## src/rtl/pga_pkg.sv

```systemverilog
// ----------------------------------------------------------------------------
// pga_pkg: shared types and constants for the pixel gradient angle block
// Window queue entry, back-end states, register indexes and the arctangent
// table used by the CORDIC unit.
// ----------------------------------------------------------------------------
`default_nettype none
package pga_pkg;

    localparam int MAX_WIDTH  = 1024;
    localparam int MAX_HEIGHT = 1024;

    localparam int DIM_W  = 11;   // configured width/height register
    localparam int POS_W  = 10;   // column/row position
    localparam int PIX_W  = 8;
    localparam int GRAD_W = 10;   // signed diagonal difference
    localparam int MAG_W  = 13;
    localparam int ANG_W  = 16;
    localparam int Q_DEPTH = 4;
    localparam int Q_PTR_W = 2;
    localparam int Q_CNT_W = 3;

    // CORDIC datapath
    localparam int CRD_W  = 28;
    localparam int SQ_W   = 20;   // gx^2 + gy^2
    localparam int RT_W   = 14;   // root of 256 * (gx^2 + gy^2)
    localparam int REM_W  = 17;
    localparam int ISQ_STEPS = 14;
    localparam int CRD_STEPS = 16;

    // configuration register indexes
    typedef enum logic [1:0] {
        REG_FRAME_WIDTH  = 2'd0,
        REG_FRAME_HEIGHT = 2'd1,
        REG_GRAD_THRESH  = 2'd2,
        REG_UNUSED       = 2'd3
    } t_reg_idx;

    // one 2x2 window on its way from front to back
    typedef struct packed {
        logic [POS_W-1:0]         col;
        logic [POS_W-1:0]         row;
        logic signed [GRAD_W-1:0] gx;
        logic signed [GRAD_W-1:0] gy;
        logic                     flast;
    } t_win;

    typedef enum logic [1:0] {
        BK_IDLE = 2'd0,
        BK_RUN  = 2'd1,
        BK_DONE = 2'd2
    } t_bstate;

    // round(atan(2^-i) / (2*pi) * 65536)
    function automatic logic [ANG_W-1:0] atan_turn(input logic [3:0] i);
        logic [ANG_W-1:0] v;
        case (i)
            4'd0:    v = 16'd8192;
            4'd1:    v = 16'd4836;
            4'd2:    v = 16'd2555;
            4'd3:    v = 16'd1297;
            4'd4:    v = 16'd651;
            4'd5:    v = 16'd326;
            4'd6:    v = 16'd163;
            4'd7:    v = 16'd81;
            4'd8:    v = 16'd41;
            4'd9:    v = 16'd20;
            4'd10:   v = 16'd10;
            4'd11:   v = 16'd5;
            4'd12:   v = 16'd3;
            4'd13:   v = 16'd1;
            4'd14:   v = 16'd1;
            default: v = 16'd0;
        endcase
        return v;
    endfunction

endpackage
`default_nettype wire

```

## src/rtl/pga_fifo.sv

```systemverilog
// ----------------------------------------------------------------------------
// pga_fifo: window queue between front and back
// Small register queue; reports its fill level so the front can hold off.
// ----------------------------------------------------------------------------
`default_nettype none
module pga_fifo (
    input  wire                  i_clk,
    input  wire                  i_rst_n,
    input  wire                  i_push,
    input  pga_pkg::t_win        i_data,
    input  wire                  i_pop,
    output pga_pkg::t_win        o_data,
    output logic                 o_empty,
    output logic [pga_pkg::Q_CNT_W-1:0] o_count
);
    import pga_pkg::*;

    t_win               r_mem [Q_DEPTH];
    logic [Q_PTR_W-1:0] r_wr_ptr;
    logic [Q_PTR_W-1:0] r_rd_ptr;
    logic [Q_CNT_W-1:0] r_count;

    // storage
    always_ff @(posedge i_clk) begin
        if (i_push) begin
            r_mem[r_wr_ptr] <= i_data;
        end
    end

    // pointers and fill level
    always_ff @(posedge i_clk) begin
        if (!i_rst_n) begin
            r_wr_ptr <= '0;
            r_rd_ptr <= '0;
            r_count  <= '0;
        end else begin
            if (i_push) r_wr_ptr <= r_wr_ptr + 1'b1;
            if (i_pop)  r_rd_ptr <= r_rd_ptr + 1'b1;
            case ({i_push, i_pop})
                2'b10:   r_count <= r_count + 1'b1;
                2'b01:   r_count <= r_count - 1'b1;
                default: r_count <= r_count;
            endcase
        end
    end

    assign o_data  = r_mem[r_rd_ptr];
    assign o_empty = (r_count == '0);
    assign o_count = r_count;

endmodule
`default_nettype wire

```

## config.mk

```make
export PLATFORM = sky130hd
export DESIGN_NAME = pga_fifo
export DESIGN_NICKNAME = d
export VERILOG_FILES = /design/src/rtl/pga_pkg.sv /design/src/rtl/pga_fifo.sv
export SDC_FILE = /design/constraint.sdc
export NUM_CORES = 1
export LEC_CHECK = 0
export ABC_AREA = 1
export BUFFER_PORTS_ARGS = -buffer_cell sky130_fd_sc_hd__buf_2
export CAP_MARGIN = 15
export CORE_MARGIN = 2
export CORE_UTILIZATION = 57
export DETAILED_ROUTE_END_ITERATION = 10
export GPL_TIMING_DRIVEN = 0
export PLACE_DENSITY = 0.89
export SYNTH_ARGS = -nofsm -noshare
export SYNTH_HDL_FRONTEND = slang
export SYNTH_SLANG_ARGS = --single-unit
```

## constraint.sdc

```tcl
create_clock -name i_clk -period 2.25 [get_ports i_clk]
set_clock_uncertainty 0.15 [all_clocks]
set_input_delay 0.1125 -clock i_clk [delete_from_list [all_inputs] [get_ports i_clk]]
set_output_delay 0.1125 -clock i_clk [all_outputs]
set_load 0.01 [all_outputs]
```

Word level (Yosys, flattened, before mapping)

Memory sizes are Yosys's and may differ from the RTL's. A register that Yosys moved wholly into a read port is not among the register bits.
Index checks and enable logic that the tools add are counted.

Register bits after elaboration: 7
Memory bits (writable): 164
Input bits: 45
Output and inout bits: 45
Word-level logic and storage cells: 17
Memories: 1

Memories:

| name  | words | bits a word | rd ports | clocked after Yosys merged registers in | write ports | RTL line       | RTL |
|---|---|---|---|---|---|---|---|
| r_mem | 4     | 41          | 1        | 1                                       | 1           | pga_fifo.sv:18 | `t_win r_mem [Q_DEPTH];` |

Add/subtract/negate cells: 4
Equal/unequal tests: 2
Multiplexer cells: 5
Reduce and logical (&&, ||, !) cells: 2

Operators with widths:

| cell                  | number |
|---|---|
| $pmux W3 S2           | 1 |
| $add A2 B1 Y2 const B | 2 |
| $mux W2               | 2 |
| $add A3 B1 Y3 const B | 1 |
| $logic_not A3 Y1      | 1 |
| $sub A3 B1 Y3 const B | 1 |
| $eq A2 B1 Y1 const B  | 1 |
| $eq A2 B2 Y1 const B  | 1 |
| $mux W1               | 2 |
| $reduce_bool A2 Y1    | 1 |

Longest topological paths before layout

Word-level depth: 3
Depth in mapped cells: 10
Gate-level depth less buffers: 10

Worst setup path before layout

No wires, ideal clock.

Kind: reg-to-reg
Start: reg r_wr_ptr[0]
End: mem r_mem[2][0] (netlist name), enable pin
Library setup time: 0.395 ns
Arrival: 1.394 ns
Required time: 1.705 ns
Setup slack: 0.311 ns
Stages on the path, launching flop included: 5
Path buffers: 0
Period minus slack after synthesis: 1.939 ns
Cells stage by stage: dfxtp_1 inv_1 ha_1 nand2_1 inv_1

RTL lines:

| what                     | RTL line       | RTL |
|---|---|---|
| start: declaration       | pga_fifo.sv:19 | `logic [Q_PTR_W-1:0] r_wr_ptr;` |
| start signal: assignment | pga_fifo.sv:37 | `if (i_push) r_wr_ptr <= r_wr_ptr + 1'b1;` |
| end: declaration         | pga_fifo.sv:18 |  |

No word-level cell before the write port.

==> flow_summary.ini <==
[clock_tree]
clockBufferDepth = 2
worstSkewPairLatency_ps = 420
cts_made_buffers = 17
clk_pin_slew_worst_paths_ps = 60
postCtsSetupBuffers = 0
h-tree-depth = 4
clock_sinks = 173
cts_tree = yes
root_buffer = clkbuf_16

[sta]
rsz0062_at_grt = false
drv_slew = 0
tightest_slew_ps = 403
post-route-period-util_pct = 84.7
finalSetupViolCount = 0
slew_headroom_pct = 73.1
min_period_ps = 1910
max_freq_mhz = 525
setup-tns-final_ps = 0
hold_viol = 0

[synthesis]
syn_area_sq_mm = 0.00651
synth-seq-area-share_pct = 78.4
ys_ff_latch = 173
yosys_warnings = 0
synth_area_per_cell_sq_um = 14.4
netlist_instances = 452
syn-num-nets = 503
synth.distinct_cells = 18

[floorplanning]
row_count = 39
die_h_um = 111
core_area_sq_mm = 0.0113
dieArea_sq_mm = 0.0123
num_io_pins = 90
initial_core_util_pct = 57.7
die_w_um = 111

[cells_and_area]
syn2layout_area_growth_pct = 26.3
drive_gt1_share_pct = 25.0
final_nets = 659
antenna_cells = 0
finalInstanceArea_sq_mm = 0.00822
instances_no_fill = 764

[global_routing]
grt_pass1_wl_mm = 22.5
gr-total-overflow = 0
grt_util_all_layers_pct = 24.0
antenna_found_initial = 0
grt_max_degree = 36
grt_pass1_vias = 4624

[critical_path]
path_buf_inv = 3
crit_type = flop to primary output
cp.depth = 5
worst-r2r-cell-count = 5
worst_path_most_repeated_cell = buf_2
cp_cell_sequence = inv_2, buf_2, nor2_1, o22ai_1, buf_2
cp_data_arrival_time_ps = 1640
crit_family = buffers and inverters
slowest_delay_ps = 320
cpMaxStageDelayCell = dfxtp_1
worst-path-max-fanout = 10
crit_path_start_kind = flop
cp.required_ps = 1990
crit_path_end_kind = primary output

[routing]
via_per_inst = 5.67
drc = 0
drt_wl_total_mm = 14.3
drtIter0Drc = 414
wl_per_cell_um = 18.7
dr.pass1.iters = 5
vias = 4333
ant_nets = 0

[power_and_ir_drop]
p_clk_share_pct = 38.1
p_per_area_mw_per_mm2 = 880
ir_worst_vdd_mv = 0.501
swShare_pct = 23.7
p_comb_share_pct = 10.6
power_frac_seq_pct = 51.3
internal_power_mw = 5.52
p_leak_nw = 3.02
p_switching_mw = 1.71

[run]
drv_cap = 0

[worst_hold_path]
hp-class = flop to flop
whs_path_depth = 1

[place]
port_buffers = 89
dp_cells = 688
place_congestion = 0.781
dp_hpwl_mm = 8.39
placed_cell_area_sq_mm = 0.00721

[run_status]
outcome = complete, no violations
==> final timing paths <==
path	endpoint	slack [ps]	start
worst max-delay path	o_data[18]	340	flop
worst min-delay path	r_rd_ptr[1]$_SDFFE_PN0P_	290	r_rd_ptr[1]$_SDFFE_PN0P_
worst max register to register	r_mem[2][8]$_DFFE_PP_	490	r_wr_ptr[0]$_SDFFE_PN0P_
worst min register to register	r_rd_ptr[1]$_SDFFE_PN0P_	290	r_rd_ptr[1]$_SDFFE_PN0P_
==> state kept, by name (all words and copies together), names as in the netlist, named ones only <==
register,cells
r_mem,164
o_count,3
r_wr_ptr,2
r_rd_ptr,2
==> power by group through the flow <==
stage / combinational [mW] / clock [mW] / sequential (mW)
finish: 0.766 / 2.75 / 3.71
global route: 0.838 / 2.91 / 3.72
CTS: 0.759 / 2.77 / 3.71
detailed placement: 0.696 / 0 / 3.78
global placement: 0.648 / 0 / 3.78
floorplan: 0.375 / 0 / 3.78
==> layout by cell type (no fill, tap or decap), drive strengths merged <==
master,instances
bufinv,1
a21oi,5
clkinv,4
nand4,1
buf,118
o21ai,88
inv,23
nand3,1
ha,5
fa,1
clkbuf,18
edfxtp,164
dlygate4sd3,44
o22ai,41
clkinvlp,3
dfxtp,9
nand2,9
nor2,85
nor3,1
==> layout make-up <==
| class | count | area [sq um] |
|---|---|---|
| Clock buffer | 18 | 429 |
| Tap cell | 143 | 179 |
| Inverter | 17 | 63.8 |
| Fill cell | 711 | 3050 |
| Buffer | 25 | 166 |
| Timing Repair Buffer | 137 | 966 |
| Multi-Input combinational cell | 237 | 1170 |
| Clock inverter | 14 | 135 |
| Sequential cell | 173 | 5100 |
==> layer usage <==
metal / wire, um / GRT usage, %
met5: 0 / 0
met4: 263 / 9.75
met3: 1010 / 6.23
met2: 7300 / 40.1
met1: 5690 / 30.1
==> synth_stat cells <==
| master | number | area, sq um |
|---|---|---|
| inv_1 | 15 | 56.3 |
| o21ai_0 | 41 | 205 |
| buf_4 | 4 | 30.0 |
| a21oi_1 | 5 | 25.0 |
| nor2_1 | 85 | 319 |
| o22ai_1 | 41 | 257 |
| nand2_1 | 9 | 33.8 |
| fa_1 | 1 | 20.0 |
| buf_6 | 5 | 56.3 |
| o21ai_1 | 47 | 235 |
| edfxtp_1 | 164 | 4920 |
| buf_2 | 16 | 80.1 |
| nor3_1 | 1 | 5.00 |
| ha_1 | 5 | 62.6 |
| nand3_1 | 1 | 5.00 |
| inv_2 | 2 | 7.51 |
| nand4_1 | 1 | 6.26 |
| dfxtp_1 | 9 | 180 |
==> cell families after synthesis <==
kind of cell / Yosys count / share of synthesized area (%)
and+or+nand+nor: 97 / 5.67
adders and majority gates: 6 / 1.27
AOI/OAI and AO/OA: 134 / 11.1
buffers and inverters: 42 / 3.54
DFF: 173 / 78.4
==> through the flow <==
stage	hold slack (ps)	worst slack (ps)	utilization (%)	power [mW]
6_report	292	345	72.9	7.23
5_1_grt	285	230	72.9	7.47
4_1_cts	283	340	72.9	7.24
3_5_place_dp	179	502	64.0	4.48
3_3_place_gp	173	-249	63.3	4.43
2_1_floorplan	61.4	311	-	4.15
==> what timing repair did <==
item,in CTS,in global routing
hold buffers,44,0
resized for setup,0,0
hold endpoints to repair,173,0
Power figures use the tool's default switching activity.
