File: config.mk
export PLATFORM = sky130hd
export DESIGN_NAME = pga_back
export DESIGN_NICKNAME = d
export VERILOG_FILES = /design/src/rtl/pga_pkg.sv /design/src/rtl/pga_back.sv
export SDC_FILE = /design/constraint.sdc
export NUM_CORES = 1
export LEC_CHECK = 0
export BUFFER_PORTS_ARGS = -buffer_cell sky130_fd_sc_hd__buf_4
export CORE_ASPECT_RATIO = 0.9
export CORE_MARGIN = 1.5
export CORE_UTILIZATION = 55
export CTS_BUF_LIST = sky130_fd_sc_hd__clkbuf_4
export CTS_CLUSTER_DIAMETER = 150
export DETAILED_ROUTE_END_ITERATION = 6
export MAX_ROUTING_LAYER = met4
export PLACE_DENSITY = 0.73
export SLEW_MARGIN = 0
export SYNTH_ARGS = -nofsm -noshare
export SYNTH_HDL_FRONTEND = slang
export SYNTH_SLANG_ARGS = --single-unit
File: constraint.sdc
create_clock -name i_clk -period 9.36 [get_ports i_clk]
set_clock_uncertainty 0.2 [all_clocks]
set_input_delay 0.936 -clock i_clk [delete_from_list [all_inputs] [get_ports i_clk]]
set_output_delay 0.936 -clock i_clk [all_outputs]
set_load 0.05 [all_outputs]
File: src/rtl/pga_pkg.sv
// ----------------------------------------------------------------------------
// pga_pkg: shared types and constants for the pixel gradient angle block
// Window queue entry, back-end states, register indexes and the arctangent
// table used by the CORDIC unit.
// ----------------------------------------------------------------------------
`default_nettype none
package pga_pkg;

    localparam int MAX_WIDTH  = 1024;
    localparam int MAX_HEIGHT = 1024;

    localparam int DIM_W  = 11;   // configured width/height register
    localparam int POS_W  = 10;   // column/row position
    localparam int PIX_W  = 8;
    localparam int GRAD_W = 10;   // signed diagonal difference
    localparam int MAG_W  = 13;
    localparam int ANG_W  = 16;
    localparam int Q_DEPTH = 4;
    localparam int Q_PTR_W = 2;
    localparam int Q_CNT_W = 3;

    // CORDIC datapath
    localparam int CRD_W  = 28;
    localparam int SQ_W   = 20;   // gx^2 + gy^2
    localparam int RT_W   = 14;   // root of 256 * (gx^2 + gy^2)
    localparam int REM_W  = 17;
    localparam int ISQ_STEPS = 14;
    localparam int CRD_STEPS = 16;

    // configuration register indexes
    typedef enum logic [1:0] {
        REG_FRAME_WIDTH  = 2'd0,
        REG_FRAME_HEIGHT = 2'd1,
        REG_GRAD_THRESH  = 2'd2,
        REG_UNUSED       = 2'd3
    } t_reg_idx;

    // one 2x2 window on its way from front to back
    typedef struct packed {
        logic [POS_W-1:0]         col;
        logic [POS_W-1:0]         row;
        logic signed [GRAD_W-1:0] gx;
        logic signed [GRAD_W-1:0] gy;
        logic                     flast;
    } t_win;

    typedef enum logic [1:0] {
        BK_IDLE = 2'd0,
        BK_RUN  = 2'd1,
        BK_DONE = 2'd2
    } t_bstate;

    // round(atan(2^-i) / (2*pi) * 65536)
    function automatic logic [ANG_W-1:0] atan_turn(input logic [3:0] i);
        logic [ANG_W-1:0] v;
        case (i)
            4'd0:    v = 16'd8192;
            4'd1:    v = 16'd4836;
            4'd2:    v = 16'd2555;
            4'd3:    v = 16'd1297;
            4'd4:    v = 16'd651;
            4'd5:    v = 16'd326;
            4'd6:    v = 16'd163;
            4'd7:    v = 16'd81;
            4'd8:    v = 16'd41;
            4'd9:    v = 16'd20;
            4'd10:   v = 16'd10;
            4'd11:   v = 16'd5;
            4'd12:   v = 16'd3;
            4'd13:   v = 16'd1;
            4'd14:   v = 16'd1;
            default: v = 16'd0;
        endcase
        return v;
    endfunction

endpackage
`default_nettype wire

File: src/rtl/pga_back.sv
// ----------------------------------------------------------------------------
// pga_back: magnitude and orientation unit
// Runs a 2-bit-per-step square root and a 16-step vectoring CORDIC side by
// side, then applies the threshold and frame maximum into the result register.
// ----------------------------------------------------------------------------
`default_nettype none
module pga_back (
    input  wire                        i_clk,
    input  wire                        i_rst_n,
    input  pga_pkg::t_win              i_q_data,
    input  wire                        i_q_empty,
    output logic                       o_q_pop,
    input  wire [pga_pkg::MAG_W-1:0]   i_threshold,
    input  wire                        i_pop,
    output logic                       o_empty,
    output logic [pga_pkg::POS_W-1:0]  o_col,
    output logic [pga_pkg::POS_W-1:0]  o_row,
    output logic [pga_pkg::MAG_W-1:0]  o_magnitude,
    output logic [pga_pkg::ANG_W-1:0]  o_angle,
    output logic                       o_angle_valid,
    output logic [pga_pkg::MAG_W-1:0]  o_max_magnitude,
    output logic                       o_frame_last
);
    import pga_pkg::*;

    t_bstate r_state, n_state;

    logic [3:0]               r_cnt;
    logic signed [CRD_W-1:0]  r_x;
    logic signed [CRD_W-1:0]  r_y;
    logic [ANG_W-1:0]         r_acc;
    logic [2*RT_W-1:0]        r_v;
    logic [REM_W-1:0]         r_rem;
    logic [RT_W-1:0]          r_root;
    logic [POS_W-1:0]         r_col;
    logic [POS_W-1:0]         r_row;
    logic                     r_flast;
    logic [MAG_W-1:0]         r_runmax;
    logic                     r_out_valid;

    logic                     load;
    logic                     finish;
    logic signed [GRAD_W:0]   x0;
    logic signed [GRAD_W:0]   y0;
    logic signed [GRAD_W:0]   xf;
    logic signed [GRAD_W:0]   yf;
    logic [SQ_W-1:0]          sumsq;
    logic signed [CRD_W-1:0]  xs;
    logic signed [CRD_W-1:0]  ys;
    logic [REM_W-1:0]         rem2;
    logic [REM_W-1:0]         trial;
    logic [RT_W:0]            root_inc;
    logic [MAG_W-1:0]         mag;
    logic                     valid;
    logic [MAG_W-1:0]         newmax;

    // state register
    always_ff @(posedge i_clk) begin
        if (!i_rst_n) begin
            r_state <= BK_IDLE;
        end else begin
            r_state <= n_state;
        end
    end

    // next state and queue pop
    always_comb begin
        n_state = r_state;
        load    = 1'b0;
        finish  = 1'b0;
        case (r_state)
            BK_IDLE: begin
                if (!i_q_empty) begin
                    load    = 1'b1;
                    n_state = BK_RUN;
                end
            end
            BK_RUN: begin
                if (r_cnt == 4'(CRD_STEPS-1)) n_state = BK_DONE;
            end
            BK_DONE: begin
                if (!r_out_valid || i_pop) begin
                    finish  = 1'b1;
                    n_state = BK_IDLE;
                end
            end
            default: n_state = BK_IDLE;
        endcase
    end
    assign o_q_pop = load;

    // fold the vector (-gy, gx) into the right half plane
    always_comb begin
        x0 = -$signed({i_q_data.gy[GRAD_W-1], i_q_data.gy});
        y0 = $signed({i_q_data.gx[GRAD_W-1], i_q_data.gx});
        if (x0 < 0) begin
            xf = -x0;
            yf = -y0;
        end else begin
            xf = x0;
            yf = y0;
        end
        sumsq = SQ_W'(i_q_data.gx * i_q_data.gx) + SQ_W'(i_q_data.gy * i_q_data.gy);
    end

    // one CORDIC step and one root step
    always_comb begin
        xs       = r_x >>> r_cnt;
        ys       = r_y >>> r_cnt;
        rem2     = {r_rem[REM_W-3:0], r_v[2*RT_W-1 -: 2]};
        trial    = {1'b0, r_root, 2'b01};
        root_inc = {1'b0, r_root} + 1'b1;
        mag      = root_inc[MAG_W:1];
        valid    = mag > i_threshold;
        newmax   = (valid && mag > r_runmax) ? mag : r_runmax;
    end

    // iterative datapath
    always_ff @(posedge i_clk) begin
        if (load) begin
            r_cnt   <= '0;
            r_x     <= CRD_W'(xf) <<< 14;
            r_y     <= CRD_W'(yf) <<< 14;
            r_acc   <= (x0 < 0) ? ANG_W'(32768) : '0;
            r_v     <= {sumsq, 8'd0};
            r_rem   <= '0;
            r_root  <= '0;
            r_col   <= i_q_data.col;
            r_row   <= i_q_data.row;
            r_flast <= i_q_data.flast;
        end else if (r_state == BK_RUN) begin
            r_cnt <= r_cnt + 1'b1;
            if (!r_y[CRD_W-1] && r_y != '0) begin
                r_x   <= r_x + ys;
                r_y   <= r_y - xs;
                r_acc <= r_acc + atan_turn(r_cnt);
            end else begin
                r_x   <= r_x - ys;
                r_y   <= r_y + xs;
                r_acc <= r_acc - atan_turn(r_cnt);
            end
            if (r_cnt < 4'(ISQ_STEPS)) begin
                r_v <= r_v << 2;
                if (rem2 >= trial) begin
                    r_rem  <= rem2 - trial;
                    r_root <= {r_root[RT_W-2:0], 1'b1};
                end else begin
                    r_rem  <= rem2;
                    r_root <= {r_root[RT_W-2:0], 1'b0};
                end
            end
        end
    end

    // result register and frame maximum
    always_ff @(posedge i_clk) begin
        if (!i_rst_n) begin
            r_out_valid <= 1'b0;
            r_runmax    <= '0;
        end else if (finish) begin
            r_out_valid <= 1'b1;
            r_runmax    <= r_flast ? '0 : newmax;
        end else if (i_pop) begin
            r_out_valid <= 1'b0;
        end
    end

    always_ff @(posedge i_clk) begin
        if (finish) begin
            o_col           <= r_col;
            o_row           <= r_row;
            o_magnitude     <= mag;
            o_angle         <= r_acc;
            o_angle_valid   <= valid;
            o_max_magnitude <= newmax;
            o_frame_last    <= r_flast;
        end
    end

    assign o_empty = !r_out_valid;

endmodule
`default_nettype wire
Yosys cells after proc, flatten, opt, wreduce, memory -nomap -nowiden
Memory sizes are Yosys's and may differ from the RTL's. A register that Yosys moved wholly into a read port is not among the register bits. Index checks and enable logic that the tools add are counted.

Flip-flop bits (word level): 226. Bits in latches: 0. RAM bits: 0. Memory bits (read-only): 448. Bits of input ports: 58. Output and inout port bits: 66. Logic and storage cells: 104. Memories kept: 2.

Add/subtract/negate cells: 13. Multipliers: 2. Div/mod/pow operators: 0. Magnitude comparators: 5. Eq/ne operators: 6. Shift-type cells: 2. Muxes and demuxes: 39. Bitwise logic cells: 0. Reductions and logical operators: 13.

Memory list: (no name shown) (words 16, bits a word 14, read ports 1, clocked after Yosys merged registers in 1, write ports 0, line pga_pkg.sv:56) `case (i)`; (no name shown) (words 16, bits a word 14, read ports 1, clocked after Yosys merged registers in 1, write ports 0, line pga_pkg.sv:56).

Operator list (count): two-way mux 28 bit (9); two-way mux 16 bit (10); adder 28 bit (2); >>> shifter 28 x 4 -> 28 bit (2); subtractor 28 bit (2); multiplier 10 x 10 -> 20 bit (2); nonzero test 28 bit (1); greater-than comparator 13 bit (2); two-way mux 13 bit (2); two-way mux 11 bit (2); negation 10 -> 11 bit (2); adder 20 bit (1); >= comparator 17 x 16 -> 1 bit (1); adder 16 bit (1); two-way mux 4 bit (4); subtractor 16 bit (1); two-way mux 15 bit (1); subtractor 15 bit (1); adder 14 x 1 -> 14 bit, second input constant (1); less-than comparator 11 x 1 -> 1 bit, second input constant (1); negation 11 bit (1); two-way mux 1 bit (7); two-way mux 2 bit (3); != test 2 bit, second input constant (3); 13 further kinds (18).

Longest topological paths before layout
Gate-level depths: netlist of run 1.

Word-level depth: 9. Mapped depth: 26. Gate-level depth less buffers: 25.

Worst setup path before layout of run 1
OpenSTA, ideal clock, no wires.

Kind: in2reg. From: input i_q_data[1] in the netlist's numbering. To: register r_v[27], data pin. Library setup time: 269 ps. Arrival time: 7353 ps. Required time: 8891 ps. Slack: 1538 ps. Stages on the path: 22. Buffers on the path: 1. Path through: clkbuf_1 and2_1 inv_1 fa_1 fa_1 inv_1 fa_1 fa_1 fa_1 fa_1 inv_1 fa_1 inv_1 ha_1 a21oi_1 o21ai_0 a2111oi_0 nor3_1 a2111oi_0 o21bai_1 xnor2_1 o21ai_0.

Longest elaborated chain between the ends: 3.

RTL lines: start, declared (line pga_back.sv:10) `input pga_pkg::t_win i_q_data,`; multiplier 10 x 10 -> 20 bit (line pga_back.sv:103) `sumsq = SQ_W'(i_q_data.gx * i_q_data.gx) + SQ_W'(i_q_data.gy * i_q_data.gy);`; adder 20 bit (line pga_back.sv:103); two-way mux 28 bit (line pga_back.sv:120) `if (load) begin`; end signal, assigned (line pga_back.sv:125) `r_v <= {sumsq, 8'd0};`; end signal, assigned (line pga_back.sv:143) `r_v <= r_v << 2;`; end, declared (line pga_back.sv:32) `logic [2*RT_W-1:0] r_v;`.

No other way between the ends. A chain may end at the register's enable or synchronous reset.

Worst setup path after layout of run 1
From: input i_q_data[10] in the netlist's numbering. To: register r_v[27], data pin.

The elaborated chain is that of the path after synthesis.

==> results of run 1 <==
-- routing by layer --
metal	GRT usage	vias up
met4	0.102	0
met1	0.346	9824
met2	0.459	838
met3	0.0466	144
met5	-	-
li1	-	9468
-- synthesized netlist by cell type, drive strengths merged (64+ instances only) --
cell type  count  share of area
nand2        248          0.037
edfxtp       149           0.18
inv          349          0.052
fa           200           0.16
xnor2        139          0.048
nand3         77          0.015
xor2          65          0.022
o21ai        161          0.032
mux2i         64          0.025
a21oi        131          0.026
nor2         144          0.021
ha           198          0.098
dfxtp         91          0.072
clkbuf        85          0.013
-- critical path, cell delays in order --
cell	delay, ns
buf_4	0.24
and2_1	0.47
inv_1	0.33
fa_1	0.58
fa_1	0.55
inv_1	0.06
fa_1	0.51
fa_1	0.44
fa_1	0.53
fa_1	0.56
inv_1	0.06
fa_1	0.52
inv_1	0.04
ha_1	0.34
a21oi_1	0.14
o21ai_0	0.15
a2111oi_0	0.64
nor3_1	0.14
a2111oi_0	0.43
o21bai_1	0.14
xnor2_1	0.16
o21ai_0	0.10
-- how the worst max path moves through the flow --
stage | startpoint | endpoint | slack (ns) | depth (start not counted)
6_report | i_q_data[10] | r_v[27]$_DFFE_PP_ | 1.53 | 22
5_1_grt | i_q_data[10] | r_v[27]$_DFFE_PP_ | 0.84 | 22
4_1_cts | i_q_data[10] | r_v[27]$_DFFE_PP_ | 1.59 | 22
3_5_place_dp | i_q_data[10] | r_v[27]$_DFFE_PP_ | 0.78 | 22
3_3_place_gp | i_q_data[10] | r_v[27]$_DFFE_PP_ | 0.99 | 22
2_1_floorplan | i_q_data[1] | r_v[27]$_DFFE_PP_ | 1.54 | 22
-- logic make-up after synthesis --
logic type	after synthesis	share of synthesized area
AOI/OAI and AO/OA	508	0.125
muxes	159	0.0910
and+or+nand+nor	712	0.135
DFF	240	0.249
buffers and inverters	472	0.0729
xor gates and xnor gates	204	0.0706
adders and majority gates	398	0.256
-- registers in the layout, indices dropped and copies added, names as in the netlist, 2 cells and up, named ones only --
register	cells
r_y	28
r_acc	16
o_angle	16
r_col	10
o_magnitude	13
o_row	10
r_state	2
r_v	20
o_max_magnitude	13
r_rem	15
r_root	14
o_col	10
r_x	28
r_cnt	4
r_runmax	13
r_row	10
-- metrics by stage --
stage / setup WS, ns / area (sq um) / instances / util
after floorplan: 1.54 / 25300 / 2693 / -
after CTS: 1.59 / 27500 / 3445 / 0.607
after global routing: 0.844 / 27500 / 3446 / 0.607
after global placement: 0.985 / 26600 / 3321 / 0.587
final: 1.53 / 27500 / 3446 / 0.607
after detailed placement: 0.781 / 26600 / 3321 / 0.587
-- area by class of cell --
| class | count | area, sq um |
|---|---|---|
| Multi-Input combinational cell | 1981 | 17200 |
| Clock inverter | 25 | 164 |
| Clock buffer | 99 | 743 |
| Timing Repair Buffer | 139 | 1040 |
| Tap cell | 608 | 761 |
| Inverter | 353 | 1330 |
| Antenna cell | 1 | 2.50 |
| Fill cell | 3858 | 17800 |
| Sequential cell | 240 | 6310 |
==> impl_results.md, run 1 <==
- Later-pin clock latency in the skew report: 0.75 ns
- Avg WL per Cell: 18.3 um
- Routed via count: a little over 20,000
- Vias per cell: 5.88
- Worst EP arrival: around 8.1 ns
- PortBufs: 123
- Gr ovfl total: 0
- Met3 WL: 5.02 mm
- Num CTS Buffers: between 60 and 70
- Die ar.: 47,300 sq um
- Initial DRT Pass Iterations: 6
- Die width: 229 um
- Hold crit path type: primary input to flip-flop
- Layout cell share with drive strength beyond 1: 0.133
- Sum of negative setup slack: 0 ns
- Fmax: 0.128 GHz
- Chip Height: 206 um
- Vias in the first global route: a little over 20,000
- TritonCTS clock tree: done
- Gr usage total: 0.278
- Std-Cell Core Area: 45,400 sq um
- Area Overhead vs Synth: 8.76%
- Gp weighted congestion: 0.947
- Hold_ws: about 0.18 ns
- Routed Antenna Nets: 0
- Initial antenna violation count: 1
- CTS resizes: 0
- Initial drt markers: 1,835
- Post-synth ARST share: 0
- Slew Limit Fails: 0
- Final HPWL DP: 47.9 mm
- Status: completed
- Post-CTS setup buffer count: 0
- M1 WL: 26.3 mm
- Worst-margin pin slew: about 1.2 ns
- Ys flop type: edfxtp_1
- Synth Instances: between 2,000 and 3,000
- Flop-to-flop setup slack: between 2 and 3 ns
- First-pass GRT wire length: ~100 mm
- Min-Delay Startpoint: i_q_data[31]
- Setup crit start kind: primary input
- Minimum clock period: 7.83 ns
- Clock buffer depth: 3
- Required time worst endpoint: 9.61 ns
- Root buf cell: clkbuf_4
- Final worst path period share: 0.836
- Yosys warns: 0
- Clock-pin slew on the worst setup and hold paths: 0.07 ns
- Crit-path max FO: 25
- Avg Cell Area, Syn: 9.40 sq um
- EDFF count, synth: 149
- Nets: 3,240
- CP Capture Type: flip-flop
- Reg2reg start: r_cnt[1]$_SDFFE_PP0P_
- RSZ-0062 raised after global routing: false
- Reg-to-reg endpoint: r_y[26]$_DFFE_PP_
- Routed WL: 63.0 mm
- R2r worst-path depth: 19
- Relative slew margins: 0.209
- Clk sink count: 240
- Most common cell after layout, fill and taps aside: inv_1
- Post-Syn Area: 25,300 sq um
- Max-cap violations: 0
- Largest net degree at the start of global routing: 82
- Commonest non-fill, non-tap cells in the layout: 345 x inv_1, 248 x nand2_1, 200 x fa_1
- Post-synthesis sequential area ratio: 0.249
- Initial Util: 0.558
- Top sig layer: met4
- Net Count, Synth: 3,149
- Yosys reg bits: 240
- I/O pin count: 124
- Hold path depth: 1
- Worst min-delay path endpoint: r_col[0]$_DFFE_PP_
- Final-report hold violation count: 0
- Worst setup path class: primary input to flip-flop
- DRC: 0
- H-tree depth: 3
- Synth cell types: 86
- Post-CTS Hold Fix Bufs: 0
- Row count: 74
- Setup Viol. Count Final: 0
- WL met2: 29.8 mm
Power of run 1 is left out: the tool's default activity adds up to more than one toggle a clock period on the data nets, which glitch-free logic cannot reach.
==> inputs of run 2 (changes only) <==
ABC_AREA = 1   (was default)
PLACE_DENSITY = 0.76   (was 0.73)
clock period = 6.9 ns   (was 9.36 ns; I/O delays follow)
==> run 2 against run 1 <==
  * Critical path depth is 3 higher
  * Setup slack worse by 0.89 ns
  * Sequential share of layout area is 0.54 points lower
  * Register-to-register slack worse by 1.5 ns
  * First-iteration DRC count is 7.1% higher
  * Final cell count is 21% higher
  * Critical endpoint unchanged
==> impl_results.md, run 2 <==
- Status: completed (unchanged)
- Final-report hold violation count: 0 (unchanged)
- CP Capture Type: flip-flop (unchanged)
- Required time worst endpoint: 7.22 ns (was 9.61 ns)
- Most common cell after layout, fill and taps aside: nand2_1 (was inv_1)
- Initial drt markers: 1,965 (was 1,835)
- Later-pin clock latency in the skew report: 0.81 ns (was 0.75 ns)
- RSZ-0062 raised after global routing: false (unchanged)
- CTS resizes: 0 (unchanged)
- Synth cell types: 53 (was 86)
- Worst min-delay path endpoint: r_acc[0]$_SDFFCE_PP0P_ (was r_col[0]$_DFFE_PP_)
- Min-Delay Startpoint: i_q_empty (was i_q_data[31])
- Clock buffer depth: 3 (unchanged)
- Root buf cell: clkbuf_4 (unchanged)
- Nets: 3,968 (was 3,240)
- Setup Viol. Count Final: 0 (unchanged)
- Final Cell Area: 28,100 sq um (was 27,500 sq um)
- H-tree depth: 3 (unchanged)
- Chip Height: 206 um (about the same)
- Top Family by Delay on Critical Path: adder cells (unchanged)
- Die width: 229 um (about the same)
- R2r worst-path depth: 29 (was 19)
- Initial antenna violation count: 3 (was 1)
- Worst EP arrival: 6.58 ns (was 8.08 ns)
- Clk sink count: 240 (unchanged)
- Flop-to-flop setup slack: 1.04 ns (was 2.50 ns)
- Commonest cells post-synth: 788 x nand2_1, 549 x inv_1, 247 x nand3_1 (was 348 x inv_1, 248 x nand2_1, 200 x fa_1)
- Relative slew margins: 0.270 (was 0.209)
- Critical Path Max Stage Delay: 0.55 ns (was 0.64 ns)
- Routed Antenna Nets: 0 (unchanged)
- Synth Instances: 3,323 (was 2,693)
- Final HPWL DP: 51.9 mm (was 47.9 mm)
- Std-Cell Core Area: 45,400 sq um (unchanged)
- Hold crit path type: primary input to flip-flop (unchanged)
- Ys flop type: edfxtp_1 (unchanged)
- Minimum clock period: 6.26 ns
- Vias in the first global route: 21,316 (was 20,542)
- Initial Util: 0.556 (was 0.558)
- Reg-to-reg endpoint: r_x[27]$_DFFE_PP_ (was r_y[26]$_DFFE_PP_)
- Setup ws final: 0.642 ns (was 1.53 ns)
- Routed via count: 22,525 (was 20,274)
- Max-cap violations: 0 (unchanged)
- Post-CTS Hold Fix Bufs: 22 (was 0)
- Area Overhead vs Synth: 11.5% (was 8.76%)
- Post-Syn Area: 25,200 sq um (was 25,300 sq um)
- Synth top area share: 0.177 (about the same)
- Routed WL: 66.4 mm (was 63.0 mm)
- Post-CTS setup buffer count: 0 (unchanged)
- Top post-synthesis cells by area: edfxtp_1 18%, fa_1 16%, nand2_1 12% (was edfxtp_1 18%, fa_1 16%, ha_1 9.8%)
- Gr usage total: 0.296 (was 0.278)
- Yosys warns: 0 (unchanged)
- Crit path top cell by count: fa_1 (unchanged)
- Hold path depth: 3 (was 1)
- Die ar.: 47,200 sq um (was 47,300 sq um)
- Layout cell share with drive strength beyond 1: 0.107 (was 0.133)
- Initial DRT Pass Iterations: 6 (unchanged)
- Worst setup path class: primary input to flip-flop (unchanged)
- Placed cell areas: 27,100 sq um (was 26,600 sq um)
- Gr ovfl total: 0 (unchanged)
- Gp weighted congestion: 0.946 (was 0.947)
- Num CTS Buffers: 67 (was 69)
- Setup crit start kind: primary input (unchanged)
- Post-synth ARST share: 0 (unchanged)
- Most frequent cell after synthesis: nand2_1 (was inv_1)
- Clock-pin slew on the worst setup and hold paths: 0.08 ns (was 0.07 ns)
- Slowest CP cell: fa_1 (was a2111oi_0)
- Slew Limit Fails: 0 (unchanged)
- Vias per cell: 5.40 (was 5.88)
- TritonCTS clock tree: done (unchanged)
- Yosys reg bits: 240 (unchanged)
- Fmax: 0.160 GHz
- EDFF count, synth: 149 (unchanged)
- Worst-margin pin slew: 1.09 ns (was 1.18 ns)
- Largest area contributor in the netlist: edfxtp_1 (unchanged)
- Crit-path max FO: 13 (was 25)
- Commonest non-fill, non-tap cells in the layout: 785 x nand2_1, 545 x inv_1, 247 x nand3_1 (was 345 x inv_1, 248 x nand2_1, 200 x fa_1)
- Post-synthesis sequential area ratio: 0.249 (about the same)
- Largest net degree at the start of global routing: 65 (was 82)
- Reg2reg start: r_cnt[0]$_SDFFE_PP0P_ (was r_cnt[1]$_SDFFE_PP0P_)
- Row count: 74 (unchanged)
- Hold_ws: 0.0593 ns (was 0.177 ns)
- Avg Cell Area, Syn: 7.60 sq um (was 9.40 sq um)
- Final worst path period share: 0.907
- Regs by FF count: r_x: 28 flops, r_y: 28 flops, r_v: 20 flops (unchanged)
- PortBufs: 123 (unchanged)
- I/O pin count: 124 (unchanged)
- Worst Path Buf+Inv: 6 (was 5)
- Net Count, Synth: 3,779 (was 3,149)
- DRC: 0 (unchanged)
- Dpl ws: -0.110 ns (was 0.781 ns)
- Avg WL per Cell: 15.9 um (was 18.3 um)
- First-pass GRT wire length: 108 mm (was 103 mm)
==> run 2: changes by cell type in the layout (fill, tap and decap cells not counted), sizes merged, moves of 51 or more <==
cell / previous run / this run
nand3: 77 / 251
o21ai: 161 / 229
mux2i: 64 / 0
inv: 350 / 556
nand2: 248 / 801
a21oi: 131 / 218
mux4: 51 / 0
xnor2: 139 / 45
buf: 139 / 204
==> run 2: layout make-up <==
class | instances | area, sq um
diodes | 4 | 10.0
clock buffers | 101 | 758
clock inverters | 18 | 103
fillers | 4078 | 17200
inverters | 556 | 2090
multi-input cells | 2421 | 16400
flip-flops and latches | 240 | 6300
well taps | 608 | 761
repair buffers | 226 | 1750
==> run 2: worst min-delay path: cells and delay by family <==
family / cells / cell delay, ns
AND/OR/NAND/NOR: 2 / 0.17
buffers and inverters: 1 / 0.09
==> run 2: worst max path at each step <==
stage / endpoint / from / depth (start not counted)
6_report: r_v[27]$_DFFE_PP_ / i_q_data[10] / 25
3_3_place_gp: r_v[26]$_DFFE_PP_ / i_q_data[10] / 23
3_5_place_dp: r_v[26]$_DFFE_PP_ / i_q_data[10] / 25
4_1_cts: r_v[26]$_DFFE_PP_ / i_q_data[10] / 25
5_1_grt: r_v[26]$_DFFE_PP_ / i_q_data[10] / 25
2_1_floorplan: r_v[27]$_DFFE_PP_ / i_q_data[1] / 26
==> run 2: kinds of logic (layout without fill, tap and decap cells) <==
family / count (synthesis) / in the layout / synth area share
and+or+nand+nor: 1336 / 1336 / 0.224
buffers and inverters: 662 / 901 / 0.103
AOI/OAI and AO/OA: 550 / 550 / 0.120
adders and majority gates: 398 / 398 / 0.257
DFF: 240 / 240 / 0.249
xor gates and xnor gates: 137 / 137 / 0.0475
other: 0 / 4 / 0
==> run 2: stage by stage <==
step | cells | TNS (ns) | utilization
after floorplan | 3323 | 0 | -
after global placement | 4029 | -0.0226 | 0.596
after detailed placement | 4029 | -0.207 | 0.596
after CTS | 4170 | 0 | 0.620
after global routing | 4174 | 0 | 0.620
final | 4174 | 0 | 0.620
==> run 2: routing by layer <==
metal | track usage | vias to the layer above | routed length (um)
li1 | - | 11171 | -
met1 | 0.407 | 10463 | 30300
met2 | 0.449 | 771 | 29600
met3 | 0.0483 | 120 | 4700
met4 | 0.0905 | 0 | 1800
met5 | - | - | 0
Power of run 2 is left out for the same reason.
